--- config.mk ---
export PLATFORM = sky130hd
export DESIGN_NAME = rtc_one_shot_compare_channels_core
export DESIGN_NICKNAME = d
export VERILOG_FILES = /design/src/rtl/rtcoc_pkg.sv /design/src/rtl/rtcoc_chan_bank.sv /design/src/rtl/rtc_one_shot_compare_channels_core.sv
export SDC_FILE = /design/constraint.sdc
export NUM_CORES = 1
export LEC_CHECK = 0
export ABC_AREA = 1
export BUFFER_PORTS_ARGS = -buffer_cell sky130_fd_sc_hd__clkbuf_2
export CORE_AREA = 4 4 265 267
export CTS_BUF_LIST = sky130_fd_sc_hd__clkbuf_4 sky130_fd_sc_hd__clkbuf_8
export CTS_CLUSTER_SIZE = 12
export DETAILED_ROUTE_END_ITERATION = 8
export DIE_AREA = 0 0 269 271
export SLEW_MARGIN = 20
export SYNTH_ARGS = -nofsm -noshare
export SYNTH_HDL_FRONTEND = slang
export SYNTH_HIERARCHICAL = 1
export SYNTH_SLANG_ARGS = --single-unit
--- constraint.sdc ---
create_clock -name clk -period 9.9 [get_ports clk]
set_input_delay 1.485 -clock clk [delete_from_list [all_inputs] [get_ports clk]]
set_output_delay 1.485 -clock clk [all_outputs]
set_load 0.05 [all_outputs]
--- src/rtl/rtcoc_pkg.sv ---
`timescale 1ns / 1ps
`default_nettype none
// ----------------------------------------------------------------------------
// rtcoc_pkg: shared types and constants of the compare channel timer
// Widths, command codes, register indexes and the channel bank request and
// status structures.
// ----------------------------------------------------------------------------
package rtcoc_pkg;

  // Number of compare channels and width of the prescaled counter.
  localparam int CHANNELS     = 4;
  localparam int COUNTER_BITS = 24;

  // Channel index and scan counter widths.
  localparam int CH_IDX_W = (CHANNELS > 1) ? $clog2(CHANNELS) : 1;
  localparam int CH_CNT_W = $clog2(CHANNELS + 1);

  // Field and register widths.
  localparam int CMD_W      = 3;
  localparam int DELAY_W    = 16;
  localparam int PRESCALE_W = 13;
  localparam int PHASE_W    = 12;
  localparam int TPM_W      = 11;
  localparam int MIND_W     = 16;
  localparam int WRAP_W     = 8;
  localparam int USER_W     = 8;
  localparam int SPAN_W     = DELAY_W + TPM_W;
  localparam int NOW_W      = 32;
  localparam int EXT_W      = WRAP_W + COUNTER_BITS;

  // Configuration port.
  localparam int CFG_ADDR_W = 2;
  localparam int CFG_DATA_W = 16;

  // Stream payload widths.
  localparam int IN_DATA_W  = 24;
  localparam int OUT_DATA_W = 40;

  // Prescaler clamp limits.
  localparam logic [PRESCALE_W-1:0] PRESCALE_MAX = PRESCALE_W'(4096);

  // Command codes.
  typedef enum logic [CMD_W-1:0] {
    CMD_TICK    = 3'd0,
    CMD_ARM     = 3'd1,
    CMD_READ    = 3'd2,
    CMD_ACQUIRE = 3'd3,
    CMD_RELEASE = 3'd4
  } cmd_t;

  // Register indexes.
  typedef enum logic [CFG_ADDR_W-1:0] {
    REG_PRESCALE = 2'd0,
    REG_TPM      = 2'd1,
    REG_MIN_DLY  = 2'd2
  } reg_idx_t;

  // Sequencer states.
  typedef enum logic [1:0] {
    ST_IDLE,
    ST_EXEC,
    ST_SCAN,
    ST_DONE
  } state_t;

  // Request from the sequencer to the channel bank.
  typedef struct packed {
    logic [CH_IDX_W-1:0]     idx;
    logic                    clr;
    logic                    set;
    logic [COUNTER_BITS-1:0] cmp_val;
  } chan_req_t;

  // Status of the addressed channel.
  typedef struct packed {
    logic busy;
    logic match;
  } chan_stat_t;

  // Extended time: overflow count above the counter, modulo 2^32.
  function automatic logic [NOW_W-1:0] ext_time(input logic [WRAP_W-1:0] wrap,
                                                input logic [COUNTER_BITS-1:0] cnt);
    logic [EXT_W-1:0] t;
    t = {wrap, cnt};
    return t[NOW_W-1:0];
  endfunction

endpackage
`default_nettype wire

--- src/rtl/rtcoc_chan_bank.sv ---
`timescale 1ns / 1ps
`default_nettype none
// ----------------------------------------------------------------------------
// rtcoc_chan_bank: compare channel storage with one shared comparator
// Holds the busy flags and compare values; the addressed channel is compared
// against the counter, so a full check walks the channels one per cycle.
// ----------------------------------------------------------------------------
module rtcoc_chan_bank (
  input  wire                                clk,
  input  wire                                rst_n,
  input  rtcoc_pkg::chan_req_t               req,
  input  wire [rtcoc_pkg::COUNTER_BITS-1:0]  count_value,
  output rtcoc_pkg::chan_stat_t              stat
);
  import rtcoc_pkg::*;

  logic [CHANNELS-1:0]     busy_r;
  logic [COUNTER_BITS-1:0] cmp_r [CHANNELS];

  // Busy flags: cleared on reset, set on arm and cleared on firing.
  always_ff @(posedge clk) begin
    if (!rst_n) begin
      busy_r <= '0;
    end else if (req.set) begin
      busy_r[req.idx] <= 1'b1;
    end else if (req.clr) begin
      busy_r[req.idx] <= 1'b0;
    end
  end

  // Compare values are written only when a channel is armed.
  always_ff @(posedge clk) begin
    if (req.set) begin
      cmp_r[req.idx] <= req.cmp_val;
    end
  end

  // Shared equality comparator on the addressed channel.
  always_comb begin
    stat.busy  = busy_r[req.idx];
    stat.match = busy_r[req.idx] && (cmp_r[req.idx] == count_value);
  end

endmodule
`default_nettype wire

--- src/rtl/rtc_one_shot_compare_channels_core.sv ---
`timescale 1ns / 1ps
`default_nettype none
// ----------------------------------------------------------------------------
// rtc_one_shot_compare_channels_core: real-time counter with one-shot compares
// Prescaled 24-bit counter with an overflow count, reference-counted run
// state and a small bank of one-shot compare channels.
// ----------------------------------------------------------------------------
// Flow: an accepted command goes through the execute state, then, for an
// advancing tick or an arm, through the channel scan, as one shared comparator
// scans the channels, and then the result state, which loads the result register.
// Throughput: one command at a time; the next transaction is taken only after the
// result state has handed on its result, and later still while the result waits.
// Reset (synchronous, active low) stops the counter, frees every channel and loads defaults.
module rtc_one_shot_compare_channels_core (
  input  wire                                 clk,
  input  wire                                 rst_n,
  // Configuration write port
  input  wire                                 cfg_we,
  input  wire [rtcoc_pkg::CFG_ADDR_W-1:0]     cfg_addr,
  input  wire [rtcoc_pkg::CFG_DATA_W-1:0]     cfg_wdata,
  // Command stream
  input  wire                                 in_tvalid,
  output logic                                in_tready,
  // Fields from bit 0: cmd[2:0], delay[18:3], zero fill[23:19]
  input  wire [rtcoc_pkg::IN_DATA_W-1:0]      in_tdata,
  // Result stream
  output logic                                out_tvalid,
  input  wire                                 out_tready,
  // Fields from bit 0: ok[0], channel[2:1], fired_mask[6:3],
  // now_count[38:7], running[39]
  output logic [rtcoc_pkg::OUT_DATA_W-1:0]    out_tdata
);
  import rtcoc_pkg::*;

  // Configuration registers.
  logic [PRESCALE_W-1:0] prescale_r;
  logic [TPM_W-1:0]      tpm_r;
  logic [MIND_W-1:0]     mind_r;

  // Timer state.
  logic [COUNTER_BITS-1:0] count_r, count_nxt;
  logic [WRAP_W-1:0]       wrap_r, wrap_nxt;
  logic [PHASE_W-1:0]      phase_r, phase_nxt;
  logic [USER_W-1:0]       user_r, user_nxt;
  logic                    run_r, run_nxt;

  // Sequencer and working registers.
  state_t                state_r, state_nxt;
  logic [CMD_W-1:0]      cmd_r, cmd_nxt;
  logic [DELAY_W-1:0]    delay_r, delay_nxt;
  logic [SPAN_W-1:0]     span_r, span_nxt;
  logic [CH_CNT_W-1:0]   scan_r, scan_nxt;
  logic                  ok_r, ok_nxt;
  logic [CH_IDX_W-1:0]   chan_r, chan_nxt;
  logic [CHANNELS-1:0]   fired_r, fired_nxt;

  // Result register.
  logic                  out_valid_r, out_valid_nxt;
  logic [OUT_DATA_W-1:0] out_data_r, out_data_nxt;

  // Helpers.
  logic [PRESCALE_W-1:0] div_eff;
  logic [PRESCALE_W-1:0] phase_inc;
  logic [DELAY_W-1:0]    eff_delay;
  logic [CH_IDX_W-1:0]   scan_idx;
  logic                  last_scan;
  logic [COUNTER_BITS-1:0] arm_base;
  logic [1:0]            chan_ext;
  logic [3:0]            fired_ext;
  chan_req_t             bank_req;
  chan_stat_t            bank_stat;

  rtcoc_chan_bank u_bank (
    .clk         (clk),
    .rst_n       (rst_n),
    .req         (bank_req),
    .count_value (count_r),
    .stat        (bank_stat)
  );

  // Configuration writes; indexes beyond the list are ignored.
  always_ff @(posedge clk) begin
    if (!rst_n) begin
      prescale_r <= PRESCALE_W'(1);
      tpm_r      <= TPM_W'(32);
      mind_r     <= MIND_W'(1);
    end else if (cfg_we) begin
      unique case (cfg_addr)
        REG_PRESCALE: prescale_r <= cfg_wdata[PRESCALE_W-1:0];
        REG_TPM:      tpm_r      <= cfg_wdata[TPM_W-1:0];
        REG_MIN_DLY:  mind_r     <= cfg_wdata[MIND_W-1:0];
        default:      ;
      endcase
    end
  end

  // Prescale divisor clamped to its usable range.
  always_comb begin
    if (prescale_r == '0) begin
      div_eff = PRESCALE_W'(1);
    end else if (prescale_r > PRESCALE_MAX) begin
      div_eff = PRESCALE_MAX;
    end else begin
      div_eff = prescale_r;
    end
  end

  assign phase_inc = {1'b0, phase_r} + PRESCALE_W'(1);
  assign eff_delay = (delay_r < mind_r) ? mind_r : delay_r;
  assign scan_idx  = scan_r[CH_IDX_W-1:0];
  assign last_scan = (scan_r == CH_CNT_W'(CHANNELS - 1));
  // An arm that is the first user restarts the counter from zero.
  assign arm_base  = (user_r == '0) ? '0 : count_r;

  // Sequencer registers.
  always_ff @(posedge clk) begin
    if (!rst_n) begin
      state_r     <= ST_IDLE;
      count_r     <= '0;
      wrap_r      <= '0;
      phase_r     <= '0;
      user_r      <= '0;
      run_r       <= 1'b0;
      scan_r      <= '0;
      out_valid_r <= 1'b0;
    end else begin
      state_r     <= state_nxt;
      count_r     <= count_nxt;
      wrap_r      <= wrap_nxt;
      phase_r     <= phase_nxt;
      user_r      <= user_nxt;
      run_r       <= run_nxt;
      scan_r      <= scan_nxt;
      out_valid_r <= out_valid_nxt;
    end
  end

  // Working and payload registers.
  always_ff @(posedge clk) begin
    cmd_r      <= cmd_nxt;
    delay_r    <= delay_nxt;
    span_r     <= span_nxt;
    ok_r       <= ok_nxt;
    chan_r     <= chan_nxt;
    fired_r    <= fired_nxt;
    out_data_r <= out_data_nxt;
  end

  // Next state and command execution.
  always_comb begin
    state_nxt     = state_r;
    count_nxt     = count_r;
    wrap_nxt      = wrap_r;
    phase_nxt     = phase_r;
    user_nxt      = user_r;
    run_nxt       = run_r;
    cmd_nxt       = cmd_r;
    delay_nxt     = delay_r;
    span_nxt      = span_r;
    scan_nxt      = scan_r;
    ok_nxt        = ok_r;
    chan_nxt      = chan_r;
    fired_nxt     = fired_r;
    out_data_nxt  = out_data_r;
    out_valid_nxt = out_valid_r && !out_tready;
    in_tready     = 1'b0;
    chan_ext      = 2'(chan_r);
    fired_ext     = 4'(fired_r);

    bank_req         = '0;
    bank_req.idx     = scan_idx;
    bank_req.cmp_val = arm_base + COUNTER_BITS'(span_r);

    unique case (state_r)
      // Wait for a command transaction.
      ST_IDLE: begin
        in_tready = 1'b1;
        if (in_tvalid) begin
          cmd_nxt   = in_tdata[CMD_W-1:0];
          delay_nxt = in_tdata[CMD_W+DELAY_W-1:CMD_W];
          ok_nxt    = 1'b0;
          chan_nxt  = '0;
          fired_nxt = '0;
          scan_nxt  = '0;
          state_nxt = ST_EXEC;
        end
      end

      // Decode the command and do the single-step work.
      ST_EXEC: begin
        state_nxt = ST_DONE;
        unique case (cmd_r)
          CMD_TICK: begin
            ok_nxt = 1'b1;
            if (run_r) begin
              if (phase_inc < div_eff) begin
                phase_nxt = phase_inc[PHASE_W-1:0];
              end else begin
                phase_nxt = '0;
                count_nxt = count_r + COUNTER_BITS'(1);
                if (count_nxt == '0) begin
                  wrap_nxt = wrap_r + WRAP_W'(1);
                end
                state_nxt = ST_SCAN;
              end
            end
          end
          CMD_ARM: begin
            span_nxt  = SPAN_W'(eff_delay) * SPAN_W'(tpm_r);
            state_nxt = ST_SCAN;
          end
          CMD_READ: begin
            ok_nxt = 1'b1;
          end
          CMD_ACQUIRE: begin
            ok_nxt = 1'b1;
            if (user_r == '0) begin
              count_nxt = '0;
              wrap_nxt  = '0;
              phase_nxt = '0;
              run_nxt   = 1'b1;
            end
            if (user_r != '1) begin
              user_nxt = user_r + USER_W'(1);
            end
          end
          CMD_RELEASE: begin
            if (user_r != '0) begin
              ok_nxt   = 1'b1;
              user_nxt = user_r - USER_W'(1);
              if (user_r == USER_W'(1)) begin
                run_nxt = 1'b0;
              end
            end
          end
          default: ;
        endcase
      end

      // Walk the channels through the shared comparator.
      ST_SCAN: begin
        scan_nxt = scan_r + CH_CNT_W'(1);
        if (last_scan) begin
          state_nxt = ST_DONE;
        end
        if (cmd_r == CMD_TICK) begin
          // Fire: free the channel and drop one user.
          if (bank_stat.match) begin
            bank_req.clr = 1'b1;
            fired_nxt    = fired_r | (CHANNELS'(1) << scan_idx);
            if (user_r != '0) begin
              user_nxt = user_r - USER_W'(1);
              if (user_r == USER_W'(1)) begin
                run_nxt = 1'b0;
              end
            end
          end
        end else if (!bank_stat.busy) begin
          // Arm the lowest free channel.
          bank_req.set = 1'b1;
          ok_nxt       = 1'b1;
          chan_nxt     = scan_idx;
          state_nxt    = ST_DONE;
          if (user_r == '0) begin
            count_nxt = '0;
            wrap_nxt  = '0;
            phase_nxt = '0;
            run_nxt   = 1'b1;
          end
          if (user_r != '1) begin
            user_nxt = user_r + USER_W'(1);
          end
        end
      end

      // Hand the result to the output register once it is free.
      ST_DONE: begin
        if (!out_valid_r || out_tready) begin
          out_data_nxt  = {run_r, ext_time(wrap_r, count_r), fired_ext, chan_ext, ok_r};
          out_valid_nxt = 1'b1;
          state_nxt     = ST_IDLE;
        end
      end

      default: state_nxt = ST_IDLE;
    endcase
  end

  assign out_tvalid = out_valid_r;
  assign out_tdata  = out_data_r;

  // The counter runs only while it has at least one user.
  a_run_has_user: assert property (@(posedge clk) disable iff (!rst_n)
    run_r |-> (user_r != '0))
    else $error("counter running without a user");

  // The channel scan never runs past the last channel.
  a_scan_range: assert property (@(posedge clk) disable iff (!rst_n)
    (state_r == ST_SCAN) |-> (scan_r < CH_CNT_W'(CHANNELS)))
    else $error("channel scan out of range");

  // A result that reports firing always reports success.
  a_fired_ok: assert property (@(posedge clk) disable iff (!rst_n)
    (out_valid_r && (out_data_r[6:3] != '0)) |-> out_data_r[0])
    else $error("fired mask on a failed command");

  // Leaving the scan always means a result is next.
  a_scan_exit: assert property (@(posedge clk) disable iff (!rst_n)
    ((state_r == ST_SCAN) && last_scan) |=> (state_r == ST_DONE))
    else $error("scan did not end in the result state");

endmodule
`default_nettype wire

# --- After elaboration in Yosys (flattened, before gate mapping) ---
# Memories as Yosys holds them, arrays and structs flattened. A register that Yosys moved wholly into a read port is not among the register bits.
# Cells that the tools add are included.
# W data, S select, Z words.
word_totals:
  ram_bits: 96
  ff_bits: 193
  mem_bits_ro: 0
  latch_bits: 0
  memories: 1
op_classes:
  n_div: 0
  mux: 83
  bitwise_logic: 4
  multipliers: 1
  reduce_logical: 33
  add_sub_neg: 7
  n_eq_ne: 28
  shifts: 1
  n_lt_le_gt_ge: 5
memory_table:
  columns: ["name", "words", "word_bits", "read_ports", "rd_clocked_by_memory_dff", "wr", "line_no", "source"]
  rows:
  - ["u_bank.cmp_r", 4, 24, 1, 1, 1, "rtcoc_chan_bank.sv:18", "logic [COUNTER_BITS-1:0] cmp_r [CHANNELS];"]
ops:
  columns: ["cell", "count"]
  rows:
  - ["$mux W24", 5]
  - ["$pmux W24 S2", 2]
  - ["$mux W8", 11]
  - ["$pmux W8 S2", 4]
  - ["$mux W12", 5]
  - ["$pmux W12 S2", 2]
  - ["$mux W13", 2]
  - ["$add A24 B1 Y24 const B", 1]
  - ["$add A24 B24 Y24", 1]
  - ["$eq A24 B24 Y1", 1]
  - ["$logic_not A24 Y1", 1]
  - ["$mul A16 B11 Y24", 1]
  - ["$mux W1", 23]
  - ["$mux W2", 11]
  - ["$ne A3 B3 Y1 const B", 7]
  - ["$mux W4", 5]
  - ["$add A8 B1 Y8 const B", 2]
  - ["$lt A16 B16 Y1", 1]
  - ["$mux W16", 1]
  - ["$reduce_and A2 Y1", 8]
  - ["$add A12 B1 Y13 const B", 1]
  - ["$gt A13 B13 Y1 const B", 1]
  - ["$logic_not A13 Y1", 1]
  - ["$lt A13 B13 Y1", 1]
  - ["other kinds (40)", 64]

# --- Depth between registers and ports, before layout ---
logic_depth:
  ltp_word: 8
  depth_mapped: 37
  ltp_nobuf: 36

# --- Cells and area by module ---
# The synthesis kept the hierarchy.
by_module_without_submodules:
  columns: ["module", "area_each_um2", "instances", "cells_per_inst"]
  rows:
  - ["rtc_one_shot_compare_channels_core", 15737.6, 1, 1999]
  - ["rtcoc_chan_bank", 4500.6, 1, 469]

# --- Worst setup path before layout ---
# OpenSTA, ideal clock, no wires.
synth_path:
  kind: "reg-to-reg"
  start: "register delay_r[15]"
  end: "register span_r[18], data pin"
  n_path_buf: 1
  setup_ps: 260
  stages_incl_launch_ff: 30
  t_arrival_ps: 6091
  required_time_ps: 9640
  setup_slack_ps: 3549
  cell_sequence: "edfxtp_1 -> ha_1 -> nand2_1 -> nor4_1 -> nand2_1 -> nand2_2 -> inv_1 -> clkbuf_1 -> or2_2 -> o21ai_2 -> clkinv_1 -> nand2_1 -> fa_1 -> fa_1 -> fa_1 -> inv_1 -> fa_1 -> inv_1 -> fa_1 -> inv_1 -> ha_1 -> a21oi_1 -> o21ai_0 -> nand2_1 -> o211ai_1 -> a31oi_1 -> o21ai_0 -> nand3_1 -> nand2_1 -> xor2_1"
synth_via:
  elab_chain_cells: 3
synth_lines:
  columns: ["item", "line_no", "source"]
  rows:
  - ["from (decl)", "rtc_one_shot_compare_channels_core.sv:50", "logic [DELAY_W-1:0] delay_r, delay_nxt;"]
  - ["from (signal assigned)", "rtc_one_shot_compare_channels_core.sv:141", "delay_r <= delay_nxt;"]
  - ["$lt A16 B16 Y1", "rtc_one_shot_compare_channels_core.sv:109", "assign eff_delay = (delay_r < mind_r) ? mind_r : delay_r;"]
  - ["$mux W16 *", "rtc_one_shot_compare_channels_core.sv:109", null]
  - ["$mul A16 B11 Y24 *", "rtc_one_shot_compare_channels_core.sv:209", "span_nxt = SPAN_W'(eff_delay) * SPAN_W'(tpm_r);"]
  - ["to (signal assigned)", "rtc_one_shot_compare_channels_core.sv:142", "span_r <= span_nxt;"]
  - ["to (decl)", "rtc_one_shot_compare_channels_core.sv:51", "logic [SPAN_W-1:0] span_r, span_nxt;"]
# Mark *: on every way between the ends. The rest lies on a longest branch, timed or not.
# A chain may end at the register's enable or synchronous reset.

# --- Worst setup path after layout ---
# Ends and elaborated chain as after synthesis.

==> impl_metrics.csv <==
group,metric,value,unit
global_route,grt_use_total,14.5,%
routing,drt_iter0_markers,1291,
routing,wl_per_cell,15.3,µm
synthesis,netlist_instances,2468,
global_route,grt_pass1_wl,84700,µm
power_and_ir_drop,peakVddDrop,0.000112,V
global_route,antenna_found_initial,0,
synthesis,synth-main-ff-cell,"edfxtp_1",
sta,hold_viol,0,
worst_setup_path,worstPathRequired,10.26,ns
sta,slew_headroom,29.3,%
floorplan,die_area,72900,µm²
synthesis,synth_area,20200,µm²
hold_path,hold_depth,0,
final_layout,area_growth,11.4,%
placed_design,dp_hpwl,39800,µm
placed_design,gp_congestion,0.904,
worst_setup_path,cp_slowest_cell,"fa_1",
floorplan,rows,96,
worst_setup_path,critPathArrivalTime,7.94,ns
clock_tree,numCtsBuffers,49,
routing,drt_pass1_iterations,6,
final_layout,drive_gt1_share,8.59,%
global_route,grt_max_degree,70,
placed_design,dp_cells,3377,
worst_setup_path,path_class,"reg2reg",
outcome,status,"complete, no violations",
power_and_ir_drop,power_density,271,nW/µm²
synthesis,ys_warn_count,6,
worst_setup_path,reg2reg_depth,28,
routing,vias_per_cell,4.73,
sta,rsz0062_at_grt,"false",
synthesis,synthArstFlopShare,0,%
synthesis,synth_seq_area_share,37.8,%
sta,clock.fmax,132,MHz
sta,fin_setup_tns,0,ns
job,maxCapViolations,0,
clock_tree,clkSinkCount,289,
power_and_ir_drop,p_leak,9.87,nW
worst_setup_path,cpMostUsedCell,"nand2_1",
clock_tree,cts_max_level,2,
synthesis,synth-edff-count,186,
sta,worst_pin_slew,1.06,ns
synthesis,syn_area_per_cell,8.20,µm²
floorplan,die_w,269,µm
clock_tree,clkTransAtPathRegs,0.06,ns
routing,drc_errors,0,
global_route,grt_pass1_vias,15718,
sta,final_max_slew_viol_count,0,
floorplan,io_pins,89,
floorplan,core-area,68100,µm²
clock_tree,cts_hold_buffers,0,
sta,fin_crit,7.58,ns
floorplan,start_util,29.7,%
floorplan,die_y,271,µm
worst_setup_path,cp_max_fo,18,
clock_tree,post-cts-setup-buffers,0,
clock_tree,cts_resized,0,
worst_setup_path,start_kind,"flip-flop",
final_layout,final_nets,2833,
synthesis,synth_nets,2755,
sta,setup_viol,0,
routing,drt-total-wl,53100,µm
clock_tree,cts_tree,"done",
clock_tree,ctsRootBufferMaster,"clkbuf_8",
clock_tree,clk_latency,0.66,ns
worst_setup_path,rrSetupSlack,2.32,ns
sta,fin_skew,0.0504,ns
clock_tree,cts_buffer_depth,3,
final_layout,diodes,0,
hold_path,hold_class,"reg2reg",
global_route,grt-ovfl-total,0,
placed_design,port_buffers,83,
worst_setup_path,end_kind,"flip-flop",
final_layout,final_cells,3467,
synthesis,synth_cell_types,51,
sta,post-route-period-util,76.5,%
routing,ant_nets,0,
worst_setup_path,critPathMaxStageDelay,0.56,ns
synthesis,synth_seq_cells,289,
routing,vias,16385,
[state kept, by name, indices dropped and copies added (netlist names), 4 cells and up, named ones only]
| register | cells |
|---|---|
| span_r | 24 |
| user_r | 8 |
| fired_ext | 4 |
| wrap_r | 8 |
| count_r | 24 |
| out_tdata | 40 |
| prescale_r | 13 |
| phase_r | 12 |
| u_bank/cmp_r | 96 |
| tpm_r | 11 |
| mind_r | 16 |
| delay_r | 16 |
[placed cells by master (no fill, tap or decap), drive strengths merged]
master	netlist	routed
and2	1	1
inv	365	368
bufinv	0	1
o311ai	1	1
a31o	3	3
nand2	652	652
xnor2	18	18
o211ai	9	9
or2	12	12
o41ai	1	1
clkbuf	42	150
nand4	31	31
dfxtp	103	103
o21a	2	2
a211oi	5	5
nor2	253	253
o21bai	4	4
o21ai	142	142
a31oi	7	7
nor3	25	25
o22ai	3	3
ha	116	116
nor3b	2	2
clkinv	3	21
a21boi	2	2
o31ai	3	3
xor2	46	46
nor4	4	4
a21oi	154	154
clkinvlp	0	1
and3	1	1
fa	124	124
nand3b	11	11
o2111ai	1	1
a21o	3	3
o211a	1	1
buf	25	11
edfxtp	186	186
nand3	103	103
a221oi	4	4
[final timing paths]
check / to / startpoint
setup / recovery: span_r[18] / delay_r[15]
hold / removal: out_tdata[2] / chan_ext[1]
hold reg to reg: out_tdata[2] / chan_ext[1]
setup reg to reg: span_r[18] / delay_r[15]
[layout make-up]
| class | instances | area (µm²) |
|---|---|---|
| clock inverters | 23 | 169 |
| clock buffers | 67 | 841 |
| multi-input cells | 1744 | 10900 |
| inverters | 368 | 1390 |
| repair buffers | 94 | 498 |
| fillers | 7073 | 45600 |
| flip-flops and latches | 289 | 7650 |
| well taps | 882 | 1100 |
[worst max-delay path, delay by kind of cell (launching register included)]
family          cells  cell delay [ns]
fa+ha+maj           7             3.23
simple gates       11             2.00
compound gates      4             0.86
buf+inv             5             0.75
flops               1             0.40
xor+xnor            1             0.07
[metal layers]
layer / routed length (µm) / share of wire, % / vias up / global-route usage [%]
li1: - / - / 8125 / -
met1: 24800 / 47 / 7721 / 20.5
met2: 23600 / 44 / 430 / 22.5
met3: 3120 / 5.9 / 109 / 2.56
met4: 1620 / 3.0 / 0 / 4.47
met5: 0 / 0 / - / 0
[cell usage after synthesis (all sizes together) (25+ instances only)]
cell type | number | area share [%]
a21oi | 154 | 3.8
ha | 116 | 7.2
edfxtp | 186 | 28
nand4 | 31 | 0.96
o21ai | 142 | 3.7
clkbuf | 42 | 0.78
nand3 | 103 | 2.5
dfxtp | 103 | 10
fa | 124 | 12
inv | 365 | 6.8
xor2 | 46 | 2.0
nor3 | 25 | 0.70
buf | 25 | 0.83
nand2 | 652 | 12
nor2 | 253 | 4.8
[where the power goes]
part	internal [mW]	total (mW)	switching (mW)
logic	0.977	3.17	2.19
clock network	0.588	1.11	0.525
registers	1.66	1.82	0.165
total	3.22	6.10	2.88
[metrics by stage]
stage,area [µm²],setup slack [ns],hold slack [ns],util [%],total power [mW]
3_3_place_gp,21500,2.41,0.441,31.6,4.97
6_report,22600,2.32,0.438,33.1,6.10
3_5_place_dp,21500,2.36,0.427,31.6,5.01
2_1_floorplan,20200,3.55,0.400,-,4.16
5_1_grt,22600,1.77,0.437,33.1,6.66
4_1_cts,22500,2.36,0.442,33.1,6.14
[cell families (layout without fill, tap and decap cells)]
kind of cell    count (synthesis)  count (layout)  synth area share, %
fa+ha+maj                     240             240                 19.4
buf+inv                       435             552                 8.46
simple gates                 1095            1095                 22.2
xor+xnor                       64              64                 2.77
compound gates                345             345                 9.35
flops                         289             289                 37.8
(Power assumes the default switching activity.)
